File: config.mk
export PLATFORM = sky130hd
export DESIGN_NAME = tovl_text_lit
export DESIGN_NICKNAME = d
export VERILOG_FILES = /design/src/rtl/tovl_pkg.sv /design/src/rtl/tovl_text_lit.sv
export SDC_FILE = /design/constraint.sdc
export NUM_CORES = 1
export LEC_CHECK = 0
export BUFFER_PORTS_ARGS = -buffer_cell sky130_fd_sc_hd__buf_2
export CELL_PAD_IN_SITES_DETAIL_PLACEMENT = 1
export CELL_PAD_IN_SITES_GLOBAL_PLACEMENT = 1
export CORE_MARGIN = 2
export CORE_UTILIZATION = 40
export DETAILED_ROUTE_END_ITERATION = 8
export PLACE_DENSITY = 0.84
export SLEW_MARGIN = 15
export SYNTH_ARGS = -nofsm -noshare
export SYNTH_HDL_FRONTEND = slang
export SYNTH_MEMORY_MAX_BITS = 65536
export SYNTH_SLANG_ARGS = --single-unit
File: constraint.sdc
create_clock -name vclk -period 20.8
set_clock_uncertainty 0.05 [all_clocks]
set_input_delay 4.16 -clock vclk [all_inputs]
set_output_delay 4.16 -clock vclk [all_outputs]
set_load 0.01 [all_outputs]
File: src/rtl/tovl_pkg.sv
`timescale 1ns / 1ps
// ----------------------------------------------------------------------------
// tovl_pkg: text overlay shared types and constants
// Beat structs, register indexes, string placement and the 5x7 column font.
// ----------------------------------------------------------------------------
package tovl_pkg;

    typedef struct packed {
        logic [11:0] x_position;
        logic [11:0] y_position;
    } t_pixel_in;

    typedef struct packed {
        logic [15:0] pixel_color;
        logic        is_text;
    } t_pixel_out;

    // Register indexes on the configuration port
    localparam logic [2:0] CFG_BACKGROUND_COLOR = 3'd0;
    localparam logic [2:0] CFG_CODE_TEXT        = 3'd1;
    localparam logic [2:0] CFG_CODE_LENGTH      = 3'd2;
    localparam logic [2:0] CFG_DETAIL_TEXT_LOW  = 3'd3;
    localparam logic [2:0] CFG_DETAIL_TEXT_HIGH = 3'd4;
    localparam logic [2:0] CFG_DETAIL_LENGTH    = 3'd5;

    // String placement; scales are powers of two, given as log2
    localparam int CODE_LEFT         = 32;
    localparam int CODE_TOP          = 80;
    localparam int CODE_SCALE_LOG2   = 2;
    localparam int DETAIL_LEFT       = 32;
    localparam int DETAIL_TOP        = 160;
    localparam int DETAIL_SCALE_LOG2 = 1;

    localparam logic [15:0] FG_DARK      = 16'h0000;
    localparam logic [15:0] FG_LIGHT     = 16'hffff;
    localparam logic [6:0]  BRIGHT_LIMIT = 7'd63;

    // Five columns, column 0 first; bit 0 of a column is the top row
    typedef logic [0:4][6:0] t_glyph;

    function automatic t_glyph glyph_lookup(input logic [7:0] ch);
        logic [7:0] up;
        t_glyph     g;
        // fold lower case to upper case
        up = (ch >= 8'h61 && ch <= 8'h7a) ? (ch - 8'h20) : ch;
        unique case (up)
            8'h30: g = {7'h3e, 7'h51, 7'h49, 7'h45, 7'h3e};
            8'h31: g = {7'h00, 7'h42, 7'h7f, 7'h40, 7'h00};
            8'h32: g = {7'h42, 7'h61, 7'h51, 7'h49, 7'h46};
            8'h33: g = {7'h21, 7'h41, 7'h45, 7'h4b, 7'h31};
            8'h34: g = {7'h18, 7'h14, 7'h12, 7'h7f, 7'h10};
            8'h35: g = {7'h27, 7'h45, 7'h45, 7'h45, 7'h39};
            8'h36: g = {7'h3c, 7'h4a, 7'h49, 7'h49, 7'h30};
            8'h37: g = {7'h01, 7'h71, 7'h09, 7'h05, 7'h03};
            8'h38: g = {7'h36, 7'h49, 7'h49, 7'h49, 7'h36};
            8'h39: g = {7'h06, 7'h49, 7'h49, 7'h29, 7'h1e};
            8'h41: g = {7'h7e, 7'h11, 7'h11, 7'h11, 7'h7e};
            8'h42: g = {7'h7f, 7'h49, 7'h49, 7'h49, 7'h36};
            8'h43: g = {7'h3e, 7'h41, 7'h41, 7'h41, 7'h22};
            8'h44: g = {7'h7f, 7'h41, 7'h41, 7'h22, 7'h1c};
            8'h45: g = {7'h7f, 7'h49, 7'h49, 7'h49, 7'h41};
            8'h46: g = {7'h7f, 7'h09, 7'h09, 7'h09, 7'h01};
            8'h47: g = {7'h3e, 7'h41, 7'h49, 7'h49, 7'h7a};
            8'h48: g = {7'h7f, 7'h08, 7'h08, 7'h08, 7'h7f};
            8'h49: g = {7'h00, 7'h41, 7'h7f, 7'h41, 7'h00};
            8'h4a: g = {7'h20, 7'h40, 7'h41, 7'h3f, 7'h01};
            8'h4b: g = {7'h7f, 7'h08, 7'h14, 7'h22, 7'h41};
            8'h4c: g = {7'h7f, 7'h40, 7'h40, 7'h40, 7'h40};
            8'h4d: g = {7'h7f, 7'h02, 7'h0c, 7'h02, 7'h7f};
            8'h4e: g = {7'h7f, 7'h04, 7'h08, 7'h10, 7'h7f};
            8'h4f: g = {7'h3e, 7'h41, 7'h41, 7'h41, 7'h3e};
            8'h50: g = {7'h7f, 7'h09, 7'h09, 7'h09, 7'h06};
            8'h51: g = {7'h3e, 7'h41, 7'h51, 7'h21, 7'h5e};
            8'h52: g = {7'h7f, 7'h09, 7'h19, 7'h29, 7'h46};
            8'h53: g = {7'h46, 7'h49, 7'h49, 7'h49, 7'h31};
            8'h54: g = {7'h01, 7'h01, 7'h7f, 7'h01, 7'h01};
            8'h55: g = {7'h3f, 7'h40, 7'h40, 7'h40, 7'h3f};
            8'h56: g = {7'h1f, 7'h20, 7'h40, 7'h20, 7'h1f};
            8'h57: g = {7'h3f, 7'h40, 7'h38, 7'h40, 7'h3f};
            8'h58: g = {7'h63, 7'h14, 7'h08, 7'h14, 7'h63};
            8'h59: g = {7'h07, 7'h08, 7'h70, 7'h08, 7'h07};
            8'h5a: g = {7'h61, 7'h51, 7'h49, 7'h45, 7'h43};
            8'h2f: g = {7'h20, 7'h10, 7'h08, 7'h04, 7'h02}; // slash
            8'h2e: g = {7'h00, 7'h60, 7'h60, 7'h00, 7'h00}; // dot
            8'h2d: g = {7'h08, 7'h08, 7'h08, 7'h08, 7'h08}; // dash
            8'h5f: g = {7'h40, 7'h40, 7'h40, 7'h40, 7'h40}; // underscore
            default: g = '0;
        endcase
        return g;
    endfunction

endpackage

File: src/rtl/tovl_text_lit.sv
`timescale 1ns / 1ps
// ----------------------------------------------------------------------------
// tovl_text_lit: glyph dot test for one text string
// Maps a screen coordinate into a scaled character cell and looks up its dot.
// ----------------------------------------------------------------------------
module tovl_text_lit
    import tovl_pkg::*;
#(
    parameter int CHARS_MAX  = 8,
    parameter int LEFT_EDGE  = 32,
    parameter int TOP_EDGE   = 80,
    parameter int SCALE_LOG2 = 2
) (
    input  logic [11:0]              i_x,
    input  logic [11:0]              i_y,
    input  logic [CHARS_MAX*8-1:0]   i_text,
    input  logic [4:0]               i_length,
    output logic                     o_lit
);

    localparam int U_W   = 12 - SCALE_LOG2;
    localparam int IDX_W = (CHARS_MAX > 1) ? $clog2(CHARS_MAX) : 1;

    logic [11:0]      w_rx;
    logic [11:0]      w_ry;
    logic             w_in_org;
    logic [4:0]       w_len_sat;
    logic [7:0]       w_span;
    logic [U_W-1:0]   w_u;
    logic [U_W-1:0]   w_gy_full;
    logic             w_in_rows;
    logic             w_in_cols;
    logic [6:0]       w_u7;
    logic [12:0]      w_prod;
    logic [4:0]       w_q;
    logic [IDX_W-1:0] w_idx;
    logic [6:0]       w_rem;
    logic [2:0]       w_gx;
    logic [2:0]       w_gy;
    logic [7:0]       w_char;
    t_glyph           w_glyph;
    logic             w_dot;

    assign w_in_org  = (i_x >= 12'(LEFT_EDGE)) && (i_y >= 12'(TOP_EDGE));
    assign w_rx      = i_x - 12'(LEFT_EDGE);
    assign w_ry      = i_y - 12'(TOP_EDGE);
    assign w_len_sat = (i_length > 5'(CHARS_MAX)) ? 5'(CHARS_MAX) : i_length;
    assign w_span    = 8'(w_len_sat) * 8'd6;

    // font-pixel coordinates: drop the scale bits
    assign w_u       = w_rx[11:SCALE_LOG2];
    assign w_gy_full = w_ry[11:SCALE_LOG2];
    assign w_in_rows = (w_gy_full < U_W'(7));
    assign w_in_cols = (12'(w_u) < 12'(w_span));

    // divide by the 6-dot pitch: u*43 >> 8 is exact below 96
    assign w_u7   = w_u[6:0];
    assign w_prod = 13'(w_u7) * 13'd43;
    assign w_q    = w_prod[12:8];
    assign w_idx  = w_q[IDX_W-1:0];
    assign w_rem  = w_u7 - (7'(w_q) * 7'd6);
    assign w_gx   = w_rem[2:0];
    assign w_gy   = w_gy_full[2:0];

    assign w_char  = i_text[8*w_idx +: 8];
    assign w_glyph = glyph_lookup(w_char);

    // the gap column is never lit
    assign w_dot = (w_gx < 3'd5) ? w_glyph[w_gx][w_gy] : 1'b0;
    assign o_lit = w_in_org && w_in_rows && w_in_cols && w_dot;

endmodule

### Yosys cells after proc, flatten, opt, wreduce, memory -nomap -nowiden

Memories as Yosys holds them, arrays and structs flattened.
Cells that the tools add are included.

* flip-flop bits (word level): 0
* memory bits (read-only): 4480
* input bits: 93
* output and inout bits: 1
* memories: 1

* add/subtract/negate cells: 4
* multiply operators: 3
* order comparisons: 10
* shifts and indexed selects: 1
* multiplexer cells: 9
* bitwise operators: 1
* reductions and logical operators: 5

Memory list
* (name not given): depth 128, bits a word 35, rd ports 1, clocked after Yosys merged registers in 0, write ports 0, line tovl_pkg.sv:46 `unique case (up)`

Operators with widths (count)
* indexed part select 64 x 7 -> 8 bit: 1
* two-way mux 35 bit: 1
* binary-select mux 7 bit (select 3 bit): 1
* two-way mux 7 bit: 2
* multiplier 7 x 6 -> 13 bit (second input constant): 1
* greater-or-equal comparator 12 x 6 -> 1 bit (second input constant): 1
* greater-or-equal comparator 12 x 7 -> 1 bit (second input constant): 1
* subtractor 12 x 6 -> 12 bit (second input constant): 1
* subtractor 12 x 7 -> 12 bit (second input constant): 1
* less-than comparator 10 x 3 -> 1 bit (second input constant): 1
* less-than comparator 10 x 8 -> 1 bit: 1
* greater-or-equal comparator 8 x 7 -> 1 bit (second input constant): 1
* less-or-equal comparator 8 x 7 -> 1 bit (second input constant): 1
* two-way mux 8 bit: 1
* subtractor 8 x 6 -> 8 bit (second input constant): 1
* multiplier 5 x 2 -> 7 bit (second input constant): 1
* greater-than comparator 5 x 4 -> 1 bit (second input constant): 1
* logical AND 1 bit: 5
* multiplier 5 x 2 -> 2 bit (second input constant): 1
* two-way mux 5 bit: 1
* greater-or-equal comparator 4 bit (second input constant): 1
* less-than comparator 3 x 4 -> 1 bit (second input constant): 1
* inverter 3 -> 4 bit: 1
* binary-select mux 1 bit (select 3 bit): 1
* 3 further kinds: 4

### Logic depth before layout (Yosys ltp)

Gate-level depths: netlist of run 1.
An unclocked memory read counts as a cell.

* word-level depth: 15
* gate-level depth with buffers: 31

### Worst setup path after synthesis of run 1

No wires, ideal clock.

* path type: input -> output
* from: in i_x[7]
* to: out o_lit
* arrival time: 10.986 ns
* required time: 16.590 ns
* path slack: 5.604 ns
* stages: 24
* buffers on the path: 0
* path through: or4_1 > nand2_1 > ha_1 > inv_1 > fa_1 > fa_1 > inv_1 > ha_1 > or3_1 > a2111o_1 > o211a_2 > inv_2 > mux4_2 > o21ai_1 > inv_1 > ha_1 > inv_1 > o211ai_1 > a211oi_2 > o31a_4 > mux4_2 > mux2_2 > o211ai_1 > o311a_1

* longest elaborated chain between the ends: 15
* elaborated cells on any way between the ends: 26
* classes of those cells: add/sub: 3; mul: 2; order compare: 5; shift: 1; mux: 8; bitwise: 1; reduce/logical: 5; memory: 1

RTL lines
* start: declaration: line tovl_text_lit.sv:14 `input logic [11:0] i_x,`
* subtractor 12 x 6 -> 12 bit: line tovl_text_lit.sv:45 `assign w_rx = i_x - 12'(LEFT_EDGE);`
* multiplier 7 x 6 -> 13 bit: line tovl_text_lit.sv:58 `assign w_prod = 13'(w_u7) * 13'd43;`
* indexed part select 64 x 7 -> 8 bit: line tovl_text_lit.sv:65 `assign w_char = i_text[8*w_idx +: 8];`
* greater-or-equal comparator 8 x 7 -> 1 bit / less-or-equal comparator 8 x 7 -> 1 bit (equally long branches): line tovl_pkg.sv:45 `up = (ch >= 8'h61 && ch <= 8'h7a) ? (ch - 8'h20) : ch;`
* logical AND 1 bit: line tovl_pkg.sv:45
* two-way mux 8 bit: line tovl_pkg.sv:45
* memory read (128 x 35 bit)
* two-way mux 35 bit: line tovl_pkg.sv:46
* binary-select mux 7 bit (select 3 bit): line tovl_text_lit.sv:69 `assign w_dot = (w_gx < 3'd5) ? w_glyph[w_gx][w_gy] : 1'b0;`
* two-way mux 7 bit (not written as such) (2 in series): line tovl_text_lit.sv:69
* binary-select mux 1 bit (select 3 bit): line tovl_text_lit.sv:69
* two-way mux 1 bit (not written as such): line tovl_text_lit.sv:69
* two-way mux 1 bit: line tovl_text_lit.sv:69
* logical AND 1 bit (*): line tovl_text_lit.sv:70 `assign o_lit = w_in_org && w_in_rows && w_in_cols && w_dot;`
* end: declaration: line tovl_text_lit.sv:18 `output logic o_lit`

Every way passes the cells marked *; elsewhere a longest branch is shown, timed or not. The select of a mux whose other input is x is not followed.

### Final worst setup path of run 1

* from: in i_x[5]
* to: out o_lit

Same word-level chain as after synthesis.

==> results of run 1 <==
final cells by class:
type,instances,share of cell area
inverters,50,0.0381
multi-input cells,534,0.821
well taps,140,0.0356
repair buffers,99,0.105
final timing paths:
path | from | to | slack (ns) | cells past startpoint
hold / removal | i_y[4] | o_lit | 8.71 | 3
setup / recovery | i_x[5] | o_lit | 3.49 | 28
per-layer routing:
layer	wire, um	vias to the layer above
met2	8840	332
met3	1470	61
met1	7540	2790
met4	776	0
met5	0	-
li1	-	2537
worst min-delay path, delay by kind of cell:
family | cells | cell delay [ns]
compound gates | 1 | 0.18
buf+inv | 2 | 0.27
through the flow:
stage           util  cells
2_1_floorplan      -    629
3_3_place_gp   0.454    823
3_5_place_dp   0.454    823
4_1_cts        0.454    823
5_1_grt        0.454    823
6_report       0.454    823
cells in the final DEF (no fill, tap or decap), types with 6 or more instances in the layout:
master and count:
buf_2 90, a21o_1 8, o31ai_1 9, a221oi_1 7, buf_4 9, o21ai_0 32
fa_1 7, mux2i_1 21, nor3_1 19, a211oi_1 17, mux2_2 8, nand2_1 61
nand2b_1 6, o21a_1 6, o211ai_1 15, ha_1 50, and2_1 7, nor2_1 34
a211o_1 6, a31oi_1 11, xnor2_1 14, nand3_1 24, a21oi_1 38, nand4_1 7
inv_1 49
cell families (layout without fill, tap and decap cells):
family,count (synthesis),after routing,synth area share
adder cells (fa/ha/maj),57,57,0.172
multiplexers,34,34,0.0929
buffers and inverters,95,149,0.0910
XOR/XNOR,19,19,0.0439
AO/OA/AOI/OAI,236,236,0.389
AND/OR/NAND/NOR,187,187,0.210
other,1,1,0.000844
==> out/metrics.cfg, run 1 <==
[place]
io_buffers = 90
gp_congestion = 0.977
place_ws_ns = 3.74
hpwl_um = 14200
place_area_um2 = 4920

[critical_path]
cp_num_buf_inv = 8
crit_path_frequent_cell = inv_1
required_ns = 16.59
cp_top_family = compound AO/OA/AOI/OAI gates
critPathMaxStageDelay_ns = 1.06
timing_worst_setup_path_type = input pin to primary output
critPathArrivalTime_ns = 13.10
cp_slowest_cell = o31ai_1
start_kind = input pin
critPathMaxFanout = 26
cp-end-kind = primary output

[layout]
num_antenna_cells = 0
seq_area_um2 = 0
layout.nets = 835
clkbuf_count = 0
drive_above_1_share = 0.190
multi_input_area_um2 = 4040
fillCellCount = 1464
fin_area_um2 = 4920
seq_cells = 0
area_growth_pct = 10.7

[run]
cap_violations = 0

[routing]
dr.pass1.iters = 5
routedWlPerCell_um = 22.6
drt-vias-per-instance = 6.95
via_count = 5720
detail-route-antenna-nets = 0
drc = 0
routed_wl_um = 18600
drtIter0Drc = 701

[global_routing]
grt_pass1_wl_um = 29500
grt_busiest_layer = met2
grt_max_degree = 49
use_met1 = 0.400
grt_pass1_vias = 5804
met2_usage = 0.522
grt_overflow = 0
antenna_found_initial = 0
grt_usage = 0.308
grt_use_met3 = 0.0308

[floorplan]
die_w_um = 109
dieArea_um2 = 12000
placementRows = 38
core_um2 = 10800
io_pins = 94
die_h_um = 109
start_util = 0.410

[timing]
period_share = 0.832
hold_viol_final = 0
min_period_ns = 17.31
hold_slack_ns = 8.71
fin_tns_setup_ns = 0
final.setup.worst_slack_ns = 3.49
rsz0062_at_grt = false
finalSetupViolCount = 0
slew_viol_final = 0
max_slew_margin = 0.177
worst_pin_slew_ns = 1.22
max_freq_ghz = 0.0578

[synth]
yosysTopAreaCell = ha_1
synth_most_common_cell = nand2_1
synth.net_count = 779
yosysWarnings = 0
synth_cells = 629
synth_area_leaders = ha_1, nand2_1, mux2i_1
avgSynthCellArea_um2 = 7.06
synth_seq_area_share = 0
netlist.area_leader.share = 0.141
synth.distinct_cells = 85
synth_area_um2 = 4440
ys_top_cells_by_count = nand2_1, ha_1, inv_1

[hold_path]
min-delay-path-class = input pin to primary output

[clock_tree]
cts_setup_buffers = 0
ctsHoldBuffers = 0
cts-resized-gates = 0

[status]
status = finished clean

Power of run 1 is not shown: default switching activity piles up to over one toggle a cycle in this logic, so the estimate is an artifact.
==> run 2: changes to the inputs <==
- clock period: 20.8 -> 16.95 ns (I/O delays scaled with it)
==> run 2 against run 1 <==
Against the previous run:
- cell count increased by 0.24%
- first-iteration DRC count increased by 7.6%
- flip-flop and latch count stayed put
- sequential share of layout area stayed put
- design area up 0.31%
- worst hold slack got worse by 1.6 ns
- count of clock-buffer cells in the layout did not move
- global-route usage up 1.2 points
- die area unchanged
- setup slack got worse by 1.9 ns
- core utilization grew 0.14 points
- critical endpoint unchanged
- highest routed layer unchanged
==> out/metrics.cfg, run 2 (synthesized netlist as in run 1, its figures left out) <==
[timing]
period_share = 0.906
finalSetupViolCount = 0
rsz0062_at_grt = false
min_period_ns = 15.36
max_slew_margin = 0.245
hold_viol_final = 0
slew_viol_final = 0
max_freq_ghz = 0.0651
fin_tns_setup_ns = 0
worst_pin_slew_ns = 1.12

[critical_path]
start_kind = input pin
cp_slowest_cell = o31ai_1
required_ns = 13.51
crit_path_frequent_cell = inv_1
timing_worst_setup_path_type = input pin to primary output
critPathMaxFanout = 26
critPathArrivalTime_ns = 11.92
cp-end-kind = primary output
critPathMaxStageDelay_ns = 1.00

[layout]
seq_area_um2 = 0
fillCellCount = 1446
num_antenna_cells = 0
clkbuf_count = 0
seq_cells = 0
layout_common_cells = buf_2, nand2_1, ha_1
layout.nets = 837
final_common_cell = buf_2
area_growth_pct = 11.1
drive_above_1_share = 0.193

[routing]
drc = 0
detail-route-antenna-nets = 0
routedWlPerCell_um = 23.3
routed_wl_um = 19200
drtIter0Drc = 754
drt-vias-per-instance = 6.83
dr.pass1.iters = 5
via_count = 5635

[hold_path]
min-delay-path-class = input pin to primary output
holdPathStages = 3
worstHoldStart = i_y[4]
min_to = o_lit

[place]
hpwl_um = 14700
gp_congestion = 0.968
io_buffers = 90

[floorplan]
io_pins = 94
placementRows = 38
core_um2 = 10800
die_w_um = 109
dieArea_um2 = 12000
die_h_um = 109
start_util = 0.410

[clock_tree]
ctsHoldBuffers = 0
cts-resized-gates = 0
cts_setup_buffers = 0

[global_routing]
grt_pass1_vias = 5923
grt_max_degree = 48
antenna_found_initial = 0
grt_usage = 0.321
grt_overflow = 0
grt_pass1_wl_um = 30300

[run]
cap_violations = 0

[status]
status = finished clean

==> run 2: cell types whose count changed in the layout (fill, tap and decap cells not counted) <==
cell / previous run / this run
buf_4: 9 / 11
==> run 2: worst max path at each step <==
stage / slack, ns / endpoint / cells past startpoint / startpoint
after global placement: 1.99 / o_lit / 27 / i_x[5]
final: 1.59 / o_lit / 29 / i_x[5]
after global routing: 1.24 / o_lit / 29 / i_x[5]
after CTS: 1.74 / o_lit / 29 / i_x[5]
after floorplan: 3.29 / o_lit / 24 / i_x[7]
after detailed placement: 1.77 / o_lit / 29 / i_x[5]
==> run 2: final cells by class <==
cell class / instances / area, um^2 / area share
tap: 140 / 175 / 0.0355
timing repair buffer: 101 / 533 / 0.108
inverter: 50 / 188 / 0.0380
multi-input combinational: 534 / 4040 / 0.818
==> run 2: metal layers <==
| metal | wire (um) | GRT usage | vias to the layer above |
|---|---|---|---|
| li1 | - | - | 2540 |
| met1 | 7750 | 0.402 | 2697 |
| met2 | 9050 | 0.552 | 318 |
| met3 | 1610 | 0.0498 | 80 |
| met4 | 805 | 0.117 | 0 |
| met5 | 0 | 0 | - |
==> run 2: stage by stage <==
stage	area, um^2	hold WS (ns)	std cells	setup WS (ns)	utilization
floorplan	4440	6.93	629	3.29	-
global placement	4930	7.15	825	1.99	0.455
detailed placement	4930	7.16	825	1.77	0.455
CTS	4930	7.17	825	1.74	0.455
global route	4930	7.20	825	1.24	0.455
finish	4930	7.16	825	1.59	0.455
==> run 2: worst max-delay path: cells and delay by family <==
kind                     cells  cell delay, ns
AO/OA/AOI/OAI               10            3.53
AND/OR/NAND/NOR              3            1.05
adder cells (fa/ha/maj)      6            2.01
buffers and inverters        9            1.47
XOR/XNOR                     1            0.45
Power of run 2 is left out for the same reason.
